### src/jacobi_symbol_unit_top_assert.svh
// Assertion macros shared by the jacobi symbol unit modules.
// Both expect i_clk and i_rst_n in scope.
`ifndef JACOBI_SYMBOL_UNIT_TOP_ASSERT_SVH
`define JACOBI_SYMBOL_UNIT_TOP_ASSERT_SVH

// same-cycle implication
`define JSU_ASSERT_IMP(lbl, ante, cons) \
    lbl: assert property (@(posedge i_clk) disable iff (!i_rst_n) (ante) |-> (cons)) \
        else $error("jsu assertion failed");

// next-cycle implication
`define JSU_ASSERT_NXT(lbl, ante, cons) \
    lbl: assert property (@(posedge i_clk) disable iff (!i_rst_n) (ante) |=> (cons)) \
        else $error("jsu assertion failed");

`endif

### src/jsu_pkg.sv
package jsu_pkg;

    typedef struct packed {
        logic busy;
        logic done;
    } t_mod_stat;

    typedef logic [1:0] t_symbol;

    localparam t_symbol SYM_ZERO = 2'b00;
    localparam t_symbol SYM_POS  = 2'b01;
    localparam t_symbol SYM_NEG  = 2'b11;

    localparam int OUT_TDATA_W = 8;

    // residues that flip the sign
    localparam logic [2:0] R8_FLIP_LO = 3'd3;
    localparam logic [2:0] R8_FLIP_HI = 3'd5;
    localparam logic [1:0] R4_THREE   = 2'd3;

endpackage

### src/jsu_mod.sv
module jsu_mod #(
    parameter int OPERAND_WIDTH = 31
) (
    input  logic                     i_clk,
    input  logic                     i_rst_n,
    input  logic                     i_start,
    input  logic [OPERAND_WIDTH-1:0] i_dividend,
    input  logic [OPERAND_WIDTH-1:0] i_divisor,
    output jsu_pkg::t_mod_stat       o_stat,
    output logic [OPERAND_WIDTH-1:0] o_rem
);
    import jsu_pkg::*;

    localparam int CNT_W = $clog2(OPERAND_WIDTH + 1);

    logic [OPERAND_WIDTH-1:0] r_rem, n_rem;
    logic [OPERAND_WIDTH-1:0] r_dvd;
    logic [OPERAND_WIDTH-1:0] r_div;
    logic [CNT_W-1:0]         r_cnt;
    logic                     r_done;

    logic [OPERAND_WIDTH:0]   w_trial;
    logic [OPERAND_WIDTH:0]   w_diff;
    logic                     w_ge;

    // radix-2 restoring step, one dividend bit per cycle
    always_comb begin
        w_trial = {r_rem, r_dvd[OPERAND_WIDTH-1]};
        w_ge    = (w_trial >= {1'b0, r_div});
        w_diff  = w_trial - {1'b0, r_div};
        n_rem   = w_ge ? w_diff[OPERAND_WIDTH-1:0] : w_trial[OPERAND_WIDTH-1:0];
    end

    always_ff @(posedge i_clk) begin
        if (!i_rst_n) begin
            r_cnt  <= '0;
            r_done <= 1'b0;
        end else begin
            r_done <= 1'b0;
            if (i_start) begin
                r_rem <= '0;
                r_dvd <= i_dividend;
                r_div <= i_divisor;
                r_cnt <= CNT_W'(OPERAND_WIDTH);
            end else if (r_cnt != '0) begin
                r_rem  <= n_rem;
                r_dvd  <= {r_dvd[OPERAND_WIDTH-2:0], 1'b0};
                r_cnt  <= r_cnt - 1'b1;
                r_done <= (r_cnt == CNT_W'(1));
            end
        end
    end

    assign o_stat.busy = (r_cnt != '0);
    assign o_stat.done = r_done;
    assign o_rem       = r_rem;

`include "jacobi_symbol_unit_top_assert.svh"

    `JSU_ASSERT_IMP(a_rem_lt_div, r_done, r_rem < r_div)
    `JSU_ASSERT_NXT(a_start_busy, i_start, r_cnt != '0)
    `JSU_ASSERT_IMP(a_no_restart, i_start, r_cnt == '0)

endmodule

### src/jacobi_symbol_unit_top.sv
// Jacobi symbol unit: each input beat carries a value and a modulus and yields one output
// beat with the symbol (-1, 0, +1, two's complement in the low two bits, zero-extended) and a
// flag for a zero modulus. Items are processed one at a time. Every modulo reduction runs on
// a bit-serial shift-subtract unit; factors of two are stripped from the value one at a time,
// and each reciprocity swap starts the reduction of the new pair.
// A finished result sits in the output register while the next beat is accepted.
module jacobi_symbol_unit_top #(
    parameter int OPERAND_WIDTH = 31,
    localparam int S_TDATA_W = ((2 * OPERAND_WIDTH + 7) / 8) * 8
) (
    input  logic                            i_clk,
    input  logic                            i_rst_n,
    input  logic                            i_s_axis_tvalid,
    output logic                            o_s_axis_tready,
    input  logic [S_TDATA_W-1:0]            i_s_axis_tdata,  // value, modulus
    output logic                            o_m_axis_tvalid,
    input  logic                            i_m_axis_tready,
    output logic [jsu_pkg::OUT_TDATA_W-1:0] o_m_axis_tdata,  // symbol
    output logic [0:0]                      o_m_axis_tuser   // bad_modulus
);
    import jsu_pkg::*;

    typedef enum logic [2:0] {
        S_IDLE,
        S_MOD,
        S_STRIP,
        S_DONE
    } t_state;

    t_state                   r_state;
    logic [OPERAND_WIDTH-1:0] r_a;
    logic [OPERAND_WIDTH-1:0] r_p;
    logic                     r_neg;
    logic                     r_first;
    t_symbol                  r_sym;
    logic                     r_bad;
    logic                     r_out_valid;
    t_symbol                  r_out_sym;
    logic                     r_out_bad;

    logic [OPERAND_WIDTH-1:0] w_in_a;
    logic [OPERAND_WIDTH-1:0] w_in_p;
    logic                     w_accept;
    logic                     w_start;
    logic [OPERAND_WIDTH-1:0] w_dividend;
    logic [OPERAND_WIDTH-1:0] w_divisor;
    t_mod_stat                w_mod_stat;
    logic [OPERAND_WIDTH-1:0] w_rem;

    assign w_in_a   = i_s_axis_tdata[OPERAND_WIDTH-1:0];
    assign w_in_p   = i_s_axis_tdata[2*OPERAND_WIDTH-1:OPERAND_WIDTH];
    assign w_accept = i_s_axis_tvalid && o_s_axis_tready;

    always_comb begin
        w_start    = (w_accept && (w_in_p != '0)) || ((r_state == S_STRIP) && r_a[0]);
        w_dividend = (r_state == S_IDLE) ? w_in_a : r_p;
        w_divisor  = (r_state == S_IDLE) ? w_in_p : r_a;
    end

    jsu_mod #(
        .OPERAND_WIDTH(OPERAND_WIDTH)
    ) u_mod (
        .i_clk      (i_clk),
        .i_rst_n    (i_rst_n),
        .i_start    (w_start),
        .i_dividend (w_dividend),
        .i_divisor  (w_divisor),
        .o_stat     (w_mod_stat),
        .o_rem      (w_rem)
    );

    always_ff @(posedge i_clk) begin
        if (!i_rst_n) begin
            r_state     <= S_IDLE;
            r_out_valid <= 1'b0;
        end else begin
            if (r_out_valid && i_m_axis_tready && (r_state != S_DONE)) begin
                r_out_valid <= 1'b0;
            end
            unique case (r_state)
                S_IDLE: begin
                    if (i_s_axis_tvalid) begin
                        r_neg   <= 1'b0;
                        r_first <= 1'b1;
                        r_p     <= w_in_p;
                        if (w_in_p == '0) begin
                            r_sym   <= SYM_ZERO;
                            r_bad   <= 1'b1;
                            r_state <= S_DONE;
                        end else begin
                            r_bad   <= 1'b0;
                            r_state <= S_MOD;
                        end
                    end
                end
                S_MOD: begin
                    if (w_mod_stat.done) begin
                        r_a     <= w_rem;
                        r_first <= 1'b0;
                        if (w_rem == '0) begin
                            if (!r_first && (r_p == OPERAND_WIDTH'(1))) begin
                                r_sym <= r_neg ? SYM_NEG : SYM_POS;
                            end else begin
                                r_sym <= SYM_ZERO;
                            end
                            r_state <= S_DONE;
                        end else begin
                            r_state <= S_STRIP;
                        end
                    end
                end
                S_STRIP: begin
                    if (!r_a[0]) begin
                        r_a <= {1'b0, r_a[OPERAND_WIDTH-1:1]};
                        if ((r_p[2:0] == R8_FLIP_LO) || (r_p[2:0] == R8_FLIP_HI)) begin
                            r_neg <= ~r_neg;
                        end
                    end else begin
                        // reciprocity swap; reduction of the new pair starts now
                        r_a <= r_p;
                        r_p <= r_a;
                        if ((r_a[1:0] == R4_THREE) && (r_p[1:0] == R4_THREE)) begin
                            r_neg <= ~r_neg;
                        end
                        r_state <= S_MOD;
                    end
                end
                S_DONE: begin
                    if (!r_out_valid || i_m_axis_tready) begin
                        r_out_valid <= 1'b1;
                        r_out_sym   <= r_sym;
                        r_out_bad   <= r_bad;
                        r_state     <= S_IDLE;
                    end
                end
                default: begin
                    r_state <= S_IDLE;
                end
            endcase
        end
    end

    assign o_s_axis_tready   = (r_state == S_IDLE);
    assign o_m_axis_tvalid   = r_out_valid;
    assign o_m_axis_tdata    = {{(OUT_TDATA_W - 2){1'b0}}, r_out_sym};
    assign o_m_axis_tuser[0] = r_out_bad;

`include "jacobi_symbol_unit_top_assert.svh"

    `JSU_ASSERT_IMP(a_idle_mod_free, r_state == S_IDLE, !w_mod_stat.busy)
    `JSU_ASSERT_IMP(a_done_in_mod, w_mod_stat.done, r_state == S_MOD)
    `JSU_ASSERT_IMP(a_bad_zero, r_out_valid && r_out_bad, r_out_sym == SYM_ZERO)
    `JSU_ASSERT_IMP(a_sym_legal, r_out_valid, r_out_sym != 2'b10)

endmodule
### config.mk
export PLATFORM = sky130hd
export DESIGN_NAME = jacobi_symbol_unit_top
export DESIGN_NICKNAME = d
export VERILOG_FILES = /design/src/jsu_pkg.sv /design/src/jsu_mod.sv /design/src/jacobi_symbol_unit_top.sv
export VERILOG_INCLUDE_DIRS = /design/src /design/src/src
export SDC_FILE = /design/constraint.sdc
export NUM_CORES = 1
export LEC_CHECK = 0
export BUFFER_PORTS_ARGS = -buffer_cell sky130_fd_sc_hd__buf_4
export CAP_MARGIN = 20
export CELL_PAD_IN_SITES_DETAIL_PLACEMENT = 2
export CELL_PAD_IN_SITES_GLOBAL_PLACEMENT = 2
export CORE_ASPECT_RATIO = 0.6
export CORE_MARGIN = 8
export CORE_UTILIZATION = 41
export CTS_CLUSTER_DIAMETER = 60
export DETAILED_ROUTE_END_ITERATION = 7
export GPL_TIMING_DRIVEN = 0
export PLACE_DENSITY = 0.84
export SLEW_MARGIN = 20
export SYNTH_ARGS = -nofsm -noshare
export SYNTH_HDL_FRONTEND = slang
export SYNTH_HIERARCHICAL = 1
export SYNTH_SLANG_ARGS = --single-unit
export TNS_END_PERCENT = 5
### constraint.sdc
create_clock -name i_clk -period 4 [get_ports i_clk]
set_input_delay 0.8 -clock i_clk [delete_from_list [all_inputs] [get_ports i_clk]]
set_output_delay 0.8 -clock i_clk [all_outputs]
set_load 0.05 [all_outputs]
Word-level counts from Yosys, hierarchy flattened
Index checks and enable logic that the tools add are counted.
{"block": "word_totals", "latch_bits": 0, "n_memories": 0, "register_bits": 173, "ram_bits": 0, "mem_bits_ro": 0, "output_inout_bits": 11, "wordCells": 111, "input_bits": 68}
{"block": "op_classes", "reduce_logical": 32, "addsub": 2, "n_lt_le_gt_ge": 1, "bitwise": 3, "muxes": 40, "eq_ne": 18, "shifts": 0, "div_mod_pow": 0, "multipliers": 0}
{"cell": "31-bit two-way mux", "count": 10}
{"cell": "31-bit case mux with 2 select lines", "count": 2}
{"cell": "31-bit logical NOT", "count": 2}
{"cell": "32-bit by 31-bit greater-or-equal comparator with 1-bit output", "count": 1}
{"cell": "31-bit by 1-bit == test with 1-bit output, second input constant", "count": 1}
{"cell": "31-bit nonzero test", "count": 1}
{"cell": "31-bit subtractor", "count": 1}
{"cell": "2-bit two-way mux", "count": 7}
{"cell": "3-bit two-way mux", "count": 4}
{"cell": "3-bit case mux with 4 select lines", "count": 1}
{"cell": "4-bit AND reduction", "count": 3}
{"cell": "1-bit two-way mux", "count": 11}
{"cell": "5-bit two-way mux", "count": 2}
{"cell": "3-bit by 2-bit == test with 1-bit output, second input constant", "count": 3}
{"cell": "3-bit by 2-bit inequality test with 1-bit output, second input constant", "count": 3}
{"cell": "3-bit AND reduction", "count": 3}
{"cell": "2-bit inequality test, second input constant", "count": 4}
{"cell": "2-bit nonzero test", "count": 4}
{"cell": "1-bit logical AND", "count": 7}
{"cell": "6-bit AND reduction", "count": 1}
{"cell": "5-bit by 1-bit == test with 1-bit output, second input constant", "count": 1}
{"cell": "5-bit AND reduction", "count": 1}
{"cell": "5-bit nonzero test", "count": 1}
{"cell": "5-bit by 1-bit subtractor with 5-bit output, second input constant", "count": 1}
{"cell": "12 further kinds", "count": 21}

Logic depth before layout (Yosys ltp)
{"block": "logic_depth", "word_depth": 6, "depth_mapped": 13}

Hierarchy
Netlist, hierarchy kept.
{"module": "jsu_mod", "area_each_um2": 5759.3, "seq_area_each_um2": 2912.8, "cells_each": 520, "instances": 1}
{"module": "jacobi_symbol_unit_top", "area_each_um2": 4403.0, "seq_area_each_um2": 2162.1, "cells_each": 358, "instances": 1}

Worst setup path after synthesis
No wires, ideal clock.
{"block": "synth_path", "path_type": "reg2reg", "start": "register r_state[1]", "end": "register u_mod.r_rem[0] (netlist: u_mod/o_rem[0]) (enable)", "period_less_slack_ns": 3.704, "setup_ns": 0.425, "required_ns": 3.575, "n_path_buf": 4, "setup_slack_ns": 0.296, "t_arrival_ns": 3.279, "stages_incl_launch_ff": 10, "cell_sequence": "dfxtp_1 > or2_1 > buf_2 > inv_4 > buf_6 > o21ai_1 > o21ai_1 > clkbuf_1 > clkbuf_1 > o21a_1"}
{"block": "synth_via", "elab_chain_len": 6}
{"item": "start: declaration", "line": "jacobi_symbol_unit_top.sv:30", "source": "t_state r_state;"}
{"item": "start signal: assignment", "line": "jacobi_symbol_unit_top.sv:74", "source": "r_state <= S_IDLE;"}
{"item": "start signal: assignment", "line": "jacobi_symbol_unit_top.sv:89", "source": "r_state <= S_DONE;"}
{"item": "start signal: assignment", "line": "jacobi_symbol_unit_top.sv:92", "source": "r_state <= S_MOD;"}
{"item": "3-bit logical NOT", "line": "jacobi_symbol_unit_top.sv:143", "source": "assign o_s_axis_tready = (r_state == S_IDLE);"}
{"item": "named net o_s_axis_tready", "line": "jacobi_symbol_unit_top.sv:14", "source": "output logic o_s_axis_tready,"}
{"item": "1-bit logical AND", "line": "jacobi_symbol_unit_top.sv:52", "source": "assign w_accept = i_s_axis_tvalid && o_s_axis_tready;"}
{"item": "1-bit logical AND", "line": "jacobi_symbol_unit_top.sv:55", "source": "w_start = (w_accept && (w_in_p != '0)) || ((r_state == S_STRIP) && r_a[0]);"}
{"item": "1-bit logical OR", "line": "jacobi_symbol_unit_top.sv:55"}
{"item": "named net w_start", "line": "jacobi_symbol_unit_top.sv:44", "source": "logic w_start;"}
{"item": "2-bit nonzero test (no line)"}
{"item": "2-bit AND reduction (no line)"}
{"item": "end signal: assignment", "line": "jsu_mod.sv:46", "source": "r_rem <= n_rem;"}
{"item": "end: declaration", "line": "jsu_mod.sv:16", "source": "logic [OPERAND_WIDTH-1:0] r_rem, n_rem;"}
The timed path passes the listed nets, and every way through them passes these cells.
A chain may end at the register's enable or synchronous reset.

Final worst setup path
{"block": "layout_path", "start": "input i_s_axis_tdata[46]", "end": "register u_mod.r_div[4] (enable)"}
{"block": "layout_via", "elab_chain_len": 4}
{"item": "start: declaration", "line": "jacobi_symbol_unit_top.sv:15", "source": "input logic [S_TDATA_W-1:0] i_s_axis_tdata,"}
{"item": "31-bit nonzero test", "line": "jacobi_symbol_unit_top.sv:55"}
{"item": "1-bit logical AND", "line": "jacobi_symbol_unit_top.sv:55"}
{"item": "1-bit logical OR", "line": "jacobi_symbol_unit_top.sv:55"}
{"item": "named net w_start", "line": "jacobi_symbol_unit_top.sv:44"}
{"item": "2-bit AND reduction (no line)"}
{"item": "end signal: assignment", "line": "jsu_mod.sv:43", "source": "r_div <= i_divisor;"}
{"item": "end: declaration", "line": "jsu_mod.sv:18", "source": "logic [OPERAND_WIDTH-1:0] r_div;"}
The timed path passes the listed nets, and every way through them passes these cells.

==> insert_results.sql <==
INSERT INTO impl_metrics (metric_group, metric, value, unit) VALUES
('worst_setup_path', 'cp_max_fo', '31', ''),
('synth', 'adder_cell_share_of_the_synthesized_area', '0.0438', ''),
('cts', 'clkTransAtPathRegs', '60', 'ps'),
('routing', 'detail_route.first_pass.iterations', '5', ''),
('pwr', 'power_leakage', '0.00453', 'µW'),
('worst_setup_path', 'setup.reg_to_reg.worst_slack', '90', 'ps'),
('synth', 'synth.yosys.seq_area_share', '0.499', ''),
('sta', 'skew', '11.4', 'ps'),
('layout', 'postLayoutCoreUtil', '0.487', ''),
('worst_setup_path', 'rr_worst_depth', '13', ''),
('sta', 'max-slew-margin-rel', '0.403', ''),
('sta', 'setup_viol', '0', ''),
('routing', 'final_antenna_net_count', '0', ''),
('worst_setup_path', 'worstSetupPathType', 'input port to flop', ''),
('worst_setup_path', 'worst-endpoint-arrival', '4090', 'ps'),
('grt', 'grt_start_max_net_pins', '38', ''),
('synth', 'yosys_warnings', '6', ''),
('place', 'dpl-instance-area', '11200', 'µm²'),
('grt', 'grt.total_usage', '0.264', ''),
('floorplan', 'initial_utilization', '0.419', ''),
('routing', 'num_vias', '8169', ''),
('worst_setup_path', 'timing.critical_path.slowest_cell_delay', '680', 'ps'),
('synth', 'postSynthAreaPerCell', '11.6', 'µm²'),
('place', 'hpwl_dp', '29200', 'µm'),
('synth', 'yosys-mux-area-fraction', '0.169', ''),
('grt', 'vias_in_the_first_global_route', '8879', ''),
('cts', 'ctsHoldBuffers', '0', ''),
('worst_setup_path', 'critPathBufInv', '4', ''),
('cts', 'cts.root.buffer_cell', 'sky130_fd_sc_hd__clkbuf_16', ''),
('synth', 'mappedNetlistArea', '10200', 'µm²'),
('cts', 'cts.sinks', '172', ''),
('sta', 'period_share', '0.983', ''),
('worst_setup_path', 'crit_cells', '9', ''),
('sta', 'rsz0062_at_grt', 'no', ''),
('synth', 'async_flop_share', '0', ''),
('worst_setup_path', 'startpoint', 'i_s_axis_tdata[46]', ''),
('floorplan', 'floorplan.rows', '44', ''),
('cts', 'tritoncts_buffers', '17', ''),
('grt', 'antenna_found_initial', '2', ''),
('cts', 'cts_buffer_depth', '2', ''),
('layout', 'antennaDiodeCount', '0', ''),
('worst_setup_path', 'start_kind', 'input port', ''),
('floorplan', 'core_area', '24300', 'µm²'),
('layout', 'nFillCells', '2419', ''),
('synth', 'compound_cell_area_share_of_the_yosys_netlist', '0.108', ''),
('worst_setup_path', 'timing.rr.end', 'u_mod/o_rem[15]', ''),
('worst_setup_path', 'worstPathRequired', '4160', 'ps'),
('layout', 'area.growth.synth_to_final', '16.3', '%'),
('synth', 'post_synth_inst_count', '878', ''),
('pwr', 'p_per_area', '684', 'nW/µm²'),
('grt', 'grt_first_pass_wirelength', '58100', 'µm'),
('floorplan', 'fp.dieArea', '30200', 'µm²'),
('worst_setup_path', 'rr_startpoint', 'u_mod/r_dvd[30]', ''),
('worst_setup_path', 'crit_chain', 'buf_4 -> nor4_1 -> nand4_1 -> o21ai_1 -> o21ai_1 -> clkbuf_1 -> clkbuf_2 -> clkdlybuf4s15_2 -> and2_4', ''),
('routing', 'final_routed_wire_length_divided_by_cell_count', '30.1', 'µm'),
('layout', 'fin_nets', '1078', ''),
('worst_hold_path', 'min_path_type', 'flop to flop', ''),
('place', 'place.port_buffers', '70', ''),
('cts', 'postCtsSetupRepairBufs', '0', ''),
('layout', 'postLayoutCellArea', '11800', 'µm²'),
('floorplan', 'io_pins', '79', ''),
('outcome', 'run_status', 'completed', ''),
('worst_setup_path', 'cp_top_family', 'simple AND/OR/NAND/NOR gates', ''),
('synth', 'ys.flop_type', 'sky130_fd_sc_hd__edfxtp_1', ''),
('sta', 'period_minus_slack', '3930', 'ps'),
('worst_setup_path', 'critical_path.endpoint', 'u_mod/r_div[4]', ''),
('run', 'max_cap_viol', '0', ''),
('routing', 'drc_errors', '0', ''),
('floorplan', 'die_height', '138', 'µm'),
('pwr', 'worst_vdd_drop', '0.334', 'mV'),
('synth', 'post_synth_xor_area_fraction', '0.0207', '');
-- repair_timing --
action                                  CTS  global route
resized for setup                         5             2
endpoints found under the setup margin   37             8
gates cloned                              0             0
-- flip-flops by register name (all words and copies together) (netlist names), 2 cells and up --
| signal | flops |
|---|---|
| u_mod/r_cnt | 5 |
| r_p | 31 |
| u_mod/r_dvd | 31 |
| r_a | 31 |
| r_sym | 2 |
| r_out_sym | 2 |
| u_mod/r_div | 31 |
| u_mod/o_rem | 31 |
| r_state | 2 |
-- cell type report --
class	instances	area (µm²)	share of cell area
tap	322	403	0.0341
sequential	172	5070	0.429
clock buffer	19	433	0.0366
inverter	42	160	0.0135
multi-input combinational	621	4700	0.398
clock inverter	13	150	0.0127
buffer	48	300	0.0254
timing repair buffer	73	601	0.0508
-- worst reg2reg max path, stage by stage, from the launching register on --
cell and delay, ps:
sky130_fd_sc_hd__edfxtp_1 420, sky130_fd_sc_hd__inv_1 80, sky130_fd_sc_hd__ha_1 250, sky130_fd_sc_hd__fa_1 430, sky130_fd_sc_hd__nor2b_1 200, sky130_fd_sc_hd__o2111ai_1 200, sky130_fd_sc_hd__a21oi_1 310, sky130_fd_sc_hd__o311ai_2 210
sky130_fd_sc_hd__a31oi_1 600, sky130_fd_sc_hd__or2_1 280, sky130_fd_sc_hd__buf_6 200, sky130_fd_sc_hd__buf_6 180, sky130_fd_sc_hd__nand2_1 80, sky130_fd_sc_hd__a21oi_1 260
-- Yosys cell counts (all sizes together) (4+ instances only) --
library cell	instances	area share
nand2b	6	0.0037
o31ai	4	0.0030
a21oi	42	0.021
mux2	122	0.14
dfxtp	9	0.018
inv	42	0.016
a2111o	5	0.0055
a21o	11	0.0081
o21a	10	0.0074
or3	4	0.0025
nand2	90	0.033
a211oi	10	0.0099
edfxtp	163	0.48
xor2	6	0.0052
nand3b	8	0.0059
a31oi	6	0.0037
buf	32	0.023
nor2	34	0.013
and2	5	0.0031
ha	34	0.042
mux2i	32	0.032
nor3	16	0.0089
xnor2	18	0.016
nor4	22	0.014
nand3	11	0.0054
clkbuf	16	0.0059
nand4	14	0.0086
nor2b	8	0.0049
o21bai	7	0.0052
o21ai	50	0.025
-- logic make-up after synthesis --
kind of cell	count (synthesis)
fa+ha+maj	35
other cells	1
flops	172
compound gates	168
simple gates	233
mux	155
xor+xnor	24
buf+inv	90
-- placed cells by master (no fill, tap or decap), drive strengths merged, types with 9 or more instances in the layout --
cell type / n
nand4: 14
o21ai: 50
nor4: 22
edfxtp: 163
nor3: 16
a21oi: 42
inv: 42
clkinv: 9
xnor2: 18
mux2: 122
buf: 104
nand2: 90
o21a: 10
dfxtp: 9
ha: 34
nor2: 34
a21o: 11
clkbuf: 35
a211oi: 10
nand3: 11
mux2i: 32
-- layer usage --
layer	track usage	wire length, µm	vias up
li1	-	-	3489
met1	0.350	17400	4278
met2	0.424	18300	324
met3	0.0460	2470	78
met4	0.114	1250	0
met5	0	0	-
-- how the worst min path moves through the flow --
stage | from | end | slack, ps | depth (start not counted)
floorplan | r_bad | o_m_axis_tuser | 400 | 0
global placement | r_bad | o_m_axis_tuser | 410 | 0
detailed placement | r_sym[1] | r_out_sym[1] | 410 | 0
CTS | r_sym[1] | r_out_sym[1] | 430 | 0
global route | r_sym[0] | r_out_sym[0] | 440 | 0
finish | r_sym[1] | r_out_sym[1] | 420 | 0
-- report_power, final --
group / total [µW] / switching [µW] / leakage, µW / internal (µW)
Clock: 1750 / 772 / 0.000283 / 975
Combinational: 3470 / 2160 / 0.00263 / 1300
Sequential: 2870 / 374 / 0.00162 / 2500
Total: 8080 / 3310 / 0.00453 / 4770
-- through the flow --
stage / TNS [ps] / total power, µW / instances / worst slack [ps] / hold slack (ps)
after global routing: 0 / 8420 / 1310 / 6.89 / 440
final: 0 / 8080 / 1310 / 69.7 / 422
after detailed placement: -23160 / 6210 / 1278 / -649 / 411
after CTS: 0 / 8040 / 1310 / 127 / 425
after global placement: -131280 / 5910 / 1275 / -1420 / 410
after floorplan: 0 / 4980 / 883 / 296 / 400
Power figures use the tool's default switching activity.
